==> src/design/vss_pkg.sv <==
// ----------------------------------------------------------------------------
// vss_pkg: velocity source selector shared definitions
// Request/response payload types, item and source codes, and fixed-point
// sizing for the acceleration window.
// ----------------------------------------------------------------------------
package vss_pkg;

   localparam int ACCEL_WINDOW = 9;

   localparam int SPEED_W = 16;
   localparam int THR_W   = 15;
   localparam int TS_W    = 32;
   localparam int ACC_W   = 24;
   localparam int MAG_W   = SPEED_W + 1;
   localparam int SCALE_W = 20;
   localparam int PROD_W  = 36;
   localparam int SUM_W   = ACC_W + $clog2(ACCEL_WINDOW + 1);
   localparam int PTR_W   = (ACCEL_WINDOW > 1) ? $clog2(ACCEL_WINDOW) : 1;
   localparam int CNT_W   = $clog2(ACCEL_WINDOW + 2);
   localparam int STEP_W  = $clog2(PROD_W + 1);

   localparam logic [SCALE_W-1:0] US_PER_S   = SCALE_W'(1000000);
   localparam logic [THR_W-1:0]   THR_RESET  = THR_W'(498);

   localparam logic [1:0] FUNC_CAN  = 2'd0;
   localparam logic [1:0] FUNC_GNSS = 2'd1;
   localparam logic [1:0] FUNC_LAMP = 2'd2;

   localparam logic [1:0] SRC_CAN_NO_GNSS = 2'd0;
   localparam logic [1:0] SRC_GNSS_SLOW   = 2'd1;
   localparam logic [1:0] SRC_GNSS_FAST   = 2'd2;
   localparam logic [1:0] SRC_CAN_NORMAL  = 2'd3;

   typedef struct packed {
      logic [1:0]                func;
      logic signed [SPEED_W-1:0] speed;
      logic [TS_W-1:0]           timestamp_us;
      logic                      lamp_on;
   } req_type;

   typedef struct packed {
      logic [1:0]                chosen_source;
      logic signed [SPEED_W-1:0] chosen_speed;
      logic signed [SPEED_W-1:0] can_speed;
      logic signed [SPEED_W-1:0] gnss_speed;
   } rsp_type;

endpackage

==> src/design/velocity_source_selector.sv <==
// ----------------------------------------------------------------------------
// velocity_source_selector: CAN / GNSS speed selection
// Tracks GNSS acceleration over a sliding window and picks the speed source
// for every CAN request.
// ----------------------------------------------------------------------------
//  Channel | Ports                         | Direction | Handshake
//  --------+-------------------------------+-----------+-----------------
//  request | req_valid/req_ready/req_data  | in        | valid/ready
//  result  | rsp_valid/rsp_ready/rsp_data  | out       | valid/ready
//  csr     | csr_write_enable/_data        | in        | write strobe
//
//  CAN request: registered on acceptance; S_CAN registers the result once the
//  result slot is free. Lamp and first GNSS requests complete in S_IDLE.
//  Later GNSS requests pass S_MUL, the restoring divider in S_DIV (one quotient
//  bit per cycle over 36 bits) and the window update in S_ACC.
//  Synchronous reset clears all control state and sets the threshold to 498.
//  A stalled result holds a CAN request in S_CAN; no request is taken meanwhile.
// ----------------------------------------------------------------------------
module velocity_source_selector (
   input  logic                      clock,
   input  logic                      reset,
   input  logic                      req_valid,
   output logic                      req_ready,
   input  vss_pkg::req_type          req_data,
   output logic                      rsp_valid,
   input  logic                      rsp_ready,
   output vss_pkg::rsp_type          rsp_data,
   input  logic                      csr_write_enable,
   input  logic [vss_pkg::THR_W-1:0] csr_write_data
);
   import vss_pkg::*;

   typedef enum logic [2:0] {
      S_IDLE,
      S_CAN,
      S_MUL,
      S_DIV,
      S_ACC
   } state_type;

   localparam logic [PROD_W-1:0] POS_LIMIT = PROD_W'((64'd1 << (ACC_W - 1)) - 64'd1);
   localparam logic [PROD_W-1:0] NEG_LIMIT = PROD_W'(64'd1 << (ACC_W - 1));
   localparam logic signed [ACC_W-1:0] ACC_MAX = {1'b0, {(ACC_W-1){1'b1}}};
   localparam logic signed [ACC_W-1:0] ACC_MIN = {1'b1, {(ACC_W-1){1'b0}}};
   localparam logic signed [SPEED_W-1:0] SPD_MIN = {1'b1, {(SPEED_W-1){1'b0}}};
   localparam logic signed [SPEED_W-1:0] SPD_MAX = {1'b0, {(SPEED_W-1){1'b1}}};

   state_type                 state_ff, state_in;
   req_type                   req_ff, req_in;
   logic [THR_W-1:0]          thr_ff, thr_in;
   logic signed [SPEED_W-1:0] last_gnss_ff, last_gnss_in;
   logic [TS_W-1:0]           last_time_ff, last_time_in;
   logic [CNT_W-1:0]          seen_ff, seen_in;
   logic [PTR_W-1:0]          ptr_ff, ptr_in;
   logic signed [SUM_W-1:0]   sum_ff, sum_in;
   logic                      lamp_ff, lamp_in;
   logic [TS_W-1:0]           divisor_ff, divisor_in;
   logic [PROD_W-1:0]         quot_ff, quot_in;
   logic [TS_W:0]             rem_ff, rem_in;
   logic [STEP_W-1:0]         step_ff, step_in;
   logic                      neg_ff, neg_in;
   logic                      zero_ff, zero_in;
   rsp_type                   rsp_ff, rsp_in;
   logic                      rsp_valid_ff, rsp_valid_in;

   logic signed [ACC_W-1:0]   ring [ACCEL_WINDOW];
   logic signed [ACC_W-1:0]   old_ff;
   logic                      ring_we;

   logic                      req_fire;
   logic                      slot_free;
   logic signed [MAG_W-1:0]   dv;
   logic [MAG_W-1:0]          mag;
   logic [PROD_W-1:0]         prod;
   logic [TS_W:0]             trial;
   logic                      ge;
   logic signed [ACC_W-1:0]   accel;
   logic                      ring_full;
   logic                      below;
   logic                      sum_neg;
   logic                      sum_pos;
   logic signed [SPEED_W-1:0] neg_speed;

   assign req_ready = (state_ff == S_IDLE);
   assign req_fire  = req_valid && req_ready;
   assign slot_free = !rsp_valid_ff || rsp_ready;
   assign rsp_valid = rsp_valid_ff;
   assign rsp_data  = rsp_ff;

   assign dv   = MAG_W'(req_ff.speed) - MAG_W'(last_gnss_ff);
   assign mag  = dv[MAG_W-1] ? MAG_W'(-dv) : MAG_W'(dv);
   assign prod = PROD_W'(mag) * PROD_W'(US_PER_S);

   assign trial = {rem_ff[TS_W-1:0], quot_ff[PROD_W-1]};
   assign ge    = (trial >= {1'b0, divisor_ff});

   always_comb begin
      if (zero_ff) begin
         accel = '0;
      end else if (neg_ff) begin
         accel = (quot_ff > NEG_LIMIT) ? ACC_MIN : ACC_W'(-quot_ff[ACC_W-1:0]);
      end else begin
         accel = (quot_ff > POS_LIMIT) ? ACC_MAX : quot_ff[ACC_W-1:0];
      end
   end

   assign ring_full = (seen_ff > CNT_W'(ACCEL_WINDOW));
   assign ring_we   = (state_ff == S_ACC);

   assign below     = $signed({req_ff.speed[SPEED_W-1], req_ff.speed}) <
                      $signed({2'b00, thr_ff});
   assign sum_neg   = sum_ff[SUM_W-1];
   assign sum_pos   = !sum_ff[SUM_W-1] && (sum_ff != '0);
   assign neg_speed = (req_ff.speed == SPD_MIN) ? SPD_MAX : SPEED_W'(-req_ff.speed);

   always_comb begin
      state_in     = state_ff;
      req_in       = req_ff;
      thr_in       = thr_ff;
      last_gnss_in = last_gnss_ff;
      last_time_in = last_time_ff;
      seen_in      = seen_ff;
      ptr_in       = ptr_ff;
      sum_in       = sum_ff;
      lamp_in      = lamp_ff;
      divisor_in   = divisor_ff;
      quot_in      = quot_ff;
      rem_in       = rem_ff;
      step_in      = step_ff;
      neg_in       = neg_ff;
      zero_in      = zero_ff;
      rsp_in       = rsp_ff;
      rsp_valid_in = rsp_valid_ff && !rsp_ready;

      if (csr_write_enable) begin
         thr_in = csr_write_data;
      end

      unique case (state_ff)
         S_IDLE: begin
            if (req_fire) begin
               req_in = req_data;
               unique case (req_data.func)
                  FUNC_CAN: begin
                     state_in = S_CAN;
                  end
                  FUNC_GNSS: begin
                     if (seen_ff == '0) begin
                        seen_in      = CNT_W'(1);
                        last_gnss_in = req_data.speed;
                        last_time_in = req_data.timestamp_us;
                     end else begin
                        state_in = S_MUL;
                     end
                  end
                  FUNC_LAMP: begin
                     lamp_in = req_data.lamp_on;
                  end
                  default: begin
                     state_in = S_IDLE;
                  end
               endcase
            end
         end
         S_CAN: begin
            if (slot_free) begin
               rsp_valid_in     = 1'b1;
               rsp_in.can_speed = req_ff.speed;
               if (seen_ff == '0) begin
                  rsp_in.chosen_source = SRC_CAN_NO_GNSS;
                  rsp_in.chosen_speed  = req_ff.speed;
                  rsp_in.gnss_speed    = '0;
               end else begin
                  rsp_in.gnss_speed = last_gnss_ff;
                  priority if (below && (req_ff.speed > last_gnss_ff) && sum_neg) begin
                     rsp_in.chosen_source = SRC_GNSS_SLOW;
                     rsp_in.chosen_speed  = last_gnss_ff;
                  end else if (below && (req_ff.speed < last_gnss_ff) && sum_pos) begin
                     rsp_in.chosen_source = SRC_GNSS_FAST;
                     rsp_in.chosen_speed  = last_gnss_ff;
                  end else begin
                     rsp_in.chosen_source = SRC_CAN_NORMAL;
                     rsp_in.chosen_speed  = lamp_ff ? neg_speed : req_ff.speed;
                  end
               end
               state_in = S_IDLE;
            end
         end
         S_MUL: begin
            quot_in    = prod;
            rem_in     = '0;
            divisor_in = req_ff.timestamp_us - last_time_ff;
            step_in    = '0;
            neg_in     = dv[MAG_W-1];
            zero_in    = (dv == '0);
            state_in   = S_DIV;
         end
         S_DIV: begin
            rem_in  = ge ? (trial - {1'b0, divisor_ff}) : trial;
            quot_in = {quot_ff[PROD_W-2:0], ge};
            step_in = step_ff + STEP_W'(1);
            if (step_ff == STEP_W'(PROD_W - 1)) begin
               state_in = S_ACC;
            end
         end
         S_ACC: begin
            sum_in = sum_ff - (ring_full ? SUM_W'(old_ff) : SUM_W'(0)) + SUM_W'(accel);
            ptr_in = (ptr_ff == PTR_W'(ACCEL_WINDOW - 1)) ? '0 : ptr_ff + PTR_W'(1);
            if (seen_ff <= CNT_W'(ACCEL_WINDOW)) begin
               seen_in = seen_ff + CNT_W'(1);
            end
            last_gnss_in = req_ff.speed;
            last_time_in = req_ff.timestamp_us;
            state_in     = S_IDLE;
         end
         default: begin
            state_in = S_IDLE;
         end
      endcase
   end

   always_ff @(posedge clock) begin
      if (reset) begin
         state_ff     <= S_IDLE;
         thr_ff       <= THR_RESET;
         last_gnss_ff <= '0;
         last_time_ff <= '0;
         seen_ff      <= '0;
         ptr_ff       <= '0;
         sum_ff       <= '0;
         lamp_ff      <= 1'b0;
         rsp_valid_ff <= 1'b0;
      end else begin
         state_ff     <= state_in;
         thr_ff       <= thr_in;
         last_gnss_ff <= last_gnss_in;
         last_time_ff <= last_time_in;
         seen_ff      <= seen_in;
         ptr_ff       <= ptr_in;
         sum_ff       <= sum_in;
         lamp_ff      <= lamp_in;
         rsp_valid_ff <= rsp_valid_in;
      end
      req_ff     <= req_in;
      divisor_ff <= divisor_in;
      quot_ff    <= quot_in;
      rem_ff     <= rem_in;
      step_ff    <= step_in;
      neg_ff     <= neg_in;
      zero_ff    <= zero_in;
      rsp_ff     <= rsp_in;
   end

   // acceleration window
   always_ff @(posedge clock) begin
      if (ring_we) begin
         ring[ptr_ff] <= accel;
      end
      old_ff <= ring[ptr_ff];
   end

`ifndef SYNTHESIS
   a_rsp_from_can: assert property (@(posedge clock) disable iff (reset)
      $rose(rsp_valid) |-> $past(state_ff == S_CAN))
      else $error("result raised without a CAN request");

   a_gnss_to_mul: assert property (@(posedge clock) disable iff (reset)
      (req_fire && (req_data.func == FUNC_GNSS) && (seen_ff != '0)) |=> (state_ff == S_MUL))
      else $error("GNSS request did not start the divider");

   a_window_bounds: assert property (@(posedge clock) disable iff (reset)
      (seen_ff <= CNT_W'(ACCEL_WINDOW + 1)) &&
      ({1'b0, ptr_ff} < (PTR_W + 1)'(ACCEL_WINDOW)))
      else $error("window count or pointer out of range");
`endif

endmodule

==> config.mk <==
export PLATFORM = sky130hd
export DESIGN_NAME = velocity_source_selector
export DESIGN_NICKNAME = d
export VERILOG_FILES = /design/src/design/vss_pkg.sv /design/src/design/velocity_source_selector.sv
export SDC_FILE = /design/constraint.sdc
export NUM_CORES = 1
export LEC_CHECK = 0
export ABC_AREA = 1
export BUFFER_PORTS_ARGS = -buffer_cell sky130_fd_sc_hd__buf_4
export CORE_ASPECT_RATIO = 1.25
export CORE_MARGIN = 2
export CORE_UTILIZATION = 45
export DETAILED_ROUTE_END_ITERATION = 6
export PLACE_DENSITY = 0.69
export SETUP_SLACK_MARGIN = 0.05
export SYNTH_ARGS = -nofsm -noshare
export SYNTH_HDL_FRONTEND = slang
export SYNTH_SLANG_ARGS = --single-unit
==> constraint.sdc <==
create_clock -name clock -period 17.65 [get_ports clock]
set_input_delay 0.8825 -clock clock [delete_from_list [all_inputs] [get_ports clock]]
set_output_delay 0.8825 -clock clock [all_outputs]
set_load 0.05 [all_outputs]
==> results of run 1 <==
-- layer usage --
metal / up-vias / part of all wire (%) / GRT usage (%) / routed length (um)
li1: 13890 / - / - / -
met1: 13278 / 42 / 28.3 / 38300
met2: 777 / 49 / 41.5 / 45500
met3: 202 / 5.0 / 2.91 / 4630
met4: 2 / 3.9 / 9.14 / 3630
met5: - / 0.016 / 0 / 15
-- how the worst max path moves through the flow --
stage               cells after the start        from     endpoint  slack [ns]
finish                                 38  req_ff[33]  quot_ff[31]       10.15
global route                           38  req_ff[33]  quot_ff[30]        9.48
CTS                                    38  req_ff[33]  quot_ff[31]       10.18
detailed placement                     38  req_ff[33]  quot_ff[35]       10.20
global placement                       38  req_ff[33]  quot_ff[35]       10.30
floorplan                              35  req_ff[33]  quot_ff[29]       10.87
-- cell type report --
class	count	share of cell area [%]
clock inverters	27	0.879
well taps	1044	3.36
repair buffers	155	3.00
multi-input cells	2780	43.3
inverters	641	6.20
diodes	1	0.00644
flip-flops and latches	550	39.2
clock buffers	76	3.98
-- layout by cell type, fill, tap and decap left out, drive strengths merged, types with 2 or more instances in the layout --
| master | n |
|---|---|
| o2111ai | 3 |
| o21ai | 293 |
| nor3b | 3 |
| dfxtp | 128 |
| o31ai | 6 |
| nor2 | 391 |
| fa | 79 |
| a211oi | 5 |
| a22oi | 2 |
| inv | 642 |
| nor3 | 90 |
| o211ai | 11 |
| a21oi | 252 |
| o22ai | 65 |
| a31oi | 51 |
| and2 | 2 |
| nand4 | 40 |
| xnor2 | 34 |
| a21o | 20 |
| edfxtp | 422 |
| ha | 235 |
| o21a | 9 |
| clkinv | 18 |
| clkbuf | 76 |
| o21bai | 26 |
| nor4 | 12 |
| buf | 155 |
| a21boi | 4 |
| or2 | 10 |
| a221oi | 4 |
| xor2 | 88 |
| nand3b | 8 |
| a31o | 2 |
| nand3 | 276 |
| bufinv | 7 |
| nand2 | 755 |
| a41oi | 2 |
-- sequential cells by signal (all words and copies together) (netlist names), 28 cells and up --
name	cells
req_ff	48
rsp_data	50
quot_ff	36
rem_ff	32
last_time_ff	32
ring	216
divisor_ff	32
sum_ff	28
-- worst max-delay path: cells and delay by family (launching register included) --
family          cells  cell delay [ns]
compound gates      3             0.75
buf+inv             8             0.52
fa+ha+maj           9             3.44
simple gates       17             1.80
xor+xnor            1             0.33
flops               1             0.38
-- per-stage QoR --
step,instances,area [um^2],utilization [%]
6_report,5274,38800,50.3
4_1_cts,5273,38800,50.3
3_3_place_gp,5170,36900,47.9
5_1_grt,5273,38800,50.3
2_1_floorplan,4098,34900,-
3_5_place_dp,5170,36900,47.9
-- logic make-up after synthesis --
group                      Yosys count  share of synthesized area [%]
xor gates and xnor gates           122                           3.17
AOI/OAI and AO/OA                  756                           12.2
DFF                                550                           43.6
and+or+nand+nor                   1588                           19.6
buffers and inverters              768                           8.50
adders and majority gates          314                           12.9
==> reports/qor.csv, run 1 <==
metric;value;unit
status;finished, final reports clean;
syn_to_final_growth;11.2;%
finalSetupTns;0;ns
ys_seq_area_share;43.6;%
r2r_slack;10.15;ns
worstSkewPairLatency;0.64;ns
fp.dieW;253;um
synth_seq_cells;550;
die_h;315;um
yosysMostFrequentCell;nand2_1;
clock_skew;0.0370;ns
holdWs;0.435;ns
crit_path_max_incr_delay;0.54;ns
arrival;7.88;ns
mappedNetlistArea;34900;um^2
antenna_found_initial;1;
rsz0062_at_grt;no;
holdPathEnd;req_ff[48];
rows;114;
synth_top_area_share;36.3;%
drt_wl_total;92000;um
synth_edf_count;422;
grt_use_total;23.2;%
r2r_end;quot_ff[31];
first_global_vias;27669;
setup_viol_count_final;0;
globalplace.congestion;0.953;
synth_area_leaders;edfxtp_1 36%, ha_1 8.4%, nand2_1 7.7%;
wl_per_cell;17.4;um
slowest_stage;fa_1;
cts.sinks;550;
worstSetupPathType;reg2reg;
cts_max_level;2;
synth_top_cell_by_area;edfxtp_1;
synthCells;4098;
finalMaxSlewViolations;0;
crit_fanout;27;
relSlewSlack;12.7;%
hpwlAfterDp;66700;um
dr_total_vias;28149;
post_cts_resized;0;
io_buffer_count;122;
worstMarginPinSlew;1.30;ns
setup_ws;10.15;ns
cts.path.max_buffers;3;
drc;0;
fmax;133;MHz
synth_ff_type;edfxtp_1;
min-delay-start;req_data[48];
worstSetupEndpointType;flop;
detail_route.vias_per_cell;5.34;
finalCritPeriodShare;42.5;%
hp-class;in2reg;
clockRootBuffer;clkbuf_16;
grt_max_degree;101;
drv_cap;0;
initialDrtViolationCount;1856;
path_clk_slew;0.07;ns
start_util;45.3;%
cts_hold_buf;0;
cp-start-kind;flop;
async_reset_ff_share;0;%
place_ws;10.20;ns
grt_pass1_wl;147000;um
r2r.worst_path.cells;38;
pin_count;123;
cts_buffers;56;
postCtsSetupBuffers;0;
coreArea;77200;um^2
synth_common_cells;717 x nand2_1, 623 x inv_1, 422 x edfxtp_1;
synth_fp_nets;4483;
ant_nets;0;
fin_crit;7.50;ns
n_fill_cell;7227;
overflow;0;
final_nets;4569;
cts_tree;done;
yosysWarnings;0;
hold_violations;0;
drt_first_pass_iters;5;
yosysUniqueCellTypes;56;
synth_area_per_cell;8.52;um^2
die_area;79900;um^2
drive_above_1_share;8.82;%
required;18.03;ns
min_path_cells;1;
multiInputGateArea;16800;um^2
ff_latch_area;15200;um^2
timing.rr.start;req_ff[33];
Power of run 1 is not shown: default switching activity piles up to over one toggle a cycle in this logic, so the estimate is an artifact.
==> run 2, diff against run 1 <==
clock period = 7.5 ns   (was 17.65 ns; I/O delays follow)
==> run 2 against run 1 <==
  * Maximum frequency is 6.8% higher
  * Sequential share of layout area decreased by 0.91 points
  * Wire length increased by 0.17%
  * Non-clock buffer count grew 88
  * Die area is the same
  * Register-to-register slack got worse by 9.7 ns
  * Critical path depth is 4 lower
  * Via count increased by 1.3%
  * Final cell count is 1.7% higher
==> reports/qor.csv, run 2 (synthesis results as in run 1) <==
metric;value;unit;change
r2r_end;quot_ff[29];;
mostFrequentLayoutCells;714 x nand2_1, 617 x inv_1, 422 x edfxtp_1;;
hold_violations;0;;unchanged
drt_wl_total;92200;um;+0.17%
r2r_slack;0.48;ns;-9.67 ns
fp.dieW;253;um;unchanged
grt_pass1_wl;148000;um;+0.41%
finalCritPeriodShare;93.6;%;+51 points
clock_skew;0.0456;ns;+0.00857 ns
worstSkewPairLatency;0.66;ns;+0.02 ns
drive_above_1_share;9.77;%;+0.95 points
rows;114;;unchanged
ant_nets;0;;unchanged
setup_viol_count_final;0;;unchanged
hp-class;in2reg;;
crit_path_frequent_cell;inv_1;;
rsz0062_at_grt;no;;
wl_per_cell;17.2;um;-1.5%
cp-endpoint;quot_ff[29];;
die_area;79900;um^2;unchanged
required;7.87;ns;-10.16 ns
status;finished, final reports clean;;
final_nets;4656;;+1.9%
worstSetupEndpointType;flop;;
arrival;7.38;ns;-0.50 ns
coreArea;77200;um^2;unchanged
io_buffer_count;122;;unchanged
grt_use_total;23.2;%;about the same
r2r.worst_path.cells;34;;-11%
globalplace.congestion;0.956;;+0.35%
initialDrtViolationCount;1878;;+1.2%
cts.path.max_buffers;3;;unchanged
n_fill_cell;7200;;-0.37%
cts_tree;done;;
overflow;0;;unchanged
drc;0;;unchanged
final_common_cell;nand2_1;;
crit_fanout;18;;-33%
drv_cap;0;;unchanged
crit_path_max_incr_delay;0.54;ns;about the same
hpwlAfterDp;66100;um;-0.90%
clockRootBuffer;clkbuf_16;;
grt_max_degree;101;;unchanged
dr_total_vias;28505;;+1.3%
cpLargestDelayFamily;adder cells;;
finalMaxSlewViolations;0;;unchanged
start_util;45.3;%;unchanged
cts.sinks;550;;unchanged
path_clk_slew;0.07;ns;about the same
critPathBufInv;8;;unchanged
cp-startpoint;req_ff[33];;
fmax;142;MHz;+6.8%
die_h;315;um;unchanged
drt_first_pass_iters;5;;unchanged
relSlewSlack;26.2;%;+13 points
cp-start-kind;flop;;
worstMarginPinSlew;1.11;ns;-0.192 ns
finish.utilization;51.5;%;+1.2 points
detail_route.vias_per_cell;5.32;;-0.42%
fin_crit;7.02;ns;-0.477 ns
timing.rr.start;req_ff[33];;
worstSetupPathType;reg2reg;;
finalSetupTns;0;ns;unchanged
top_register;ring;;
syn_to_final_growth;13.8;%;
crit_cells;34;;-11%
antenna_found_initial;2;;+1
slowest_stage;fa_1;;
cts_buffers;55;;-1.8%
largest_register_ffs;216;;unchanged
first_global_vias;28001;;+1.2%
pin_count;123;;unchanged
cts_max_level;2;;unchanged
-- run 2: cell types whose count changed in the layout (fill, tap and decap cells not counted), sizes merged --
cell         before  now
buf             155  185
bufinv            7    2
clkbuf           76   79
clkinv           18   16
clkinvlp          1    3
dlygate4sd3       0   58
inv             642  645
-- run 2: worst min path at each step --
stage / start / to / cells past startpoint
after global placement: ring[8][14] / old_ff[14] / 2
final: csr_write_data[11] / thr_ff[11] / 3
after floorplan: thr_ff[14] / thr_ff[14] / 2
after global routing: req_data[0] / lamp_ff / 3
after CTS: csr_write_data[11] / thr_ff[11] / 3
after detailed placement: ring[8][11] / old_ff[11] / 2
-- run 2: timing repair --
action | in CTS | in global routing
gates resized for setup | 0 | 19
hold buffers | 58 | 0
endpoints found under the setup margin | 0 | 11
hold endpoints to repair | 81 | 0
setup buffers | 0 | 5
-- run 2: layer usage --
metal,global-route usage [%],share of wire [%],wire [um],vias to the layer above
met5,0,0,0,-
met4,8.24,3.7,3420,0
met3,3.06,5.3,4890,206
met2,41.5,50,45900,821
met1,28.7,41,38000,13391
li1,-,-,-,14087
-- run 2: layout make-up --
class	count	area, um^2	share of cell area (%)
Clock inverter	25	269	0.677
Multi-Input combinational cell	2780	16900	42.5
Timing Repair Buffer	243	1960	4.94
Sequential cell	550	15200	38.3
Clock buffer	79	1660	4.19
Inverter	641	2410	6.06
Antenna cell	1	2.50	0.00629
Tap cell	1044	1310	3.29
-- run 2: worst register-to-register path: cells and delay by family (launching register included) --
kind            cells  cell delay (ns)
buf+inv             8             0.68
flops               1             0.38
fa+ha+maj           9             3.58
compound gates      5             0.71
simple gates       11             1.23
xor+xnor            1             0.16
-- run 2: through the flow --
stage	worst slack, ns	area, um^2	cells	hold WS (ns)
floorplan	0.722	34900	4098	0.433
global route	0.0239	39800	5363	0.0239
detailed placement	0.251	37100	5193	0.450
CTS	0.218	39600	5355	0.000808
finish	0.481	39800	5363	0.0209
global placement	0.336	37100	5193	0.442
Power of run 2 is left out for the same reason.
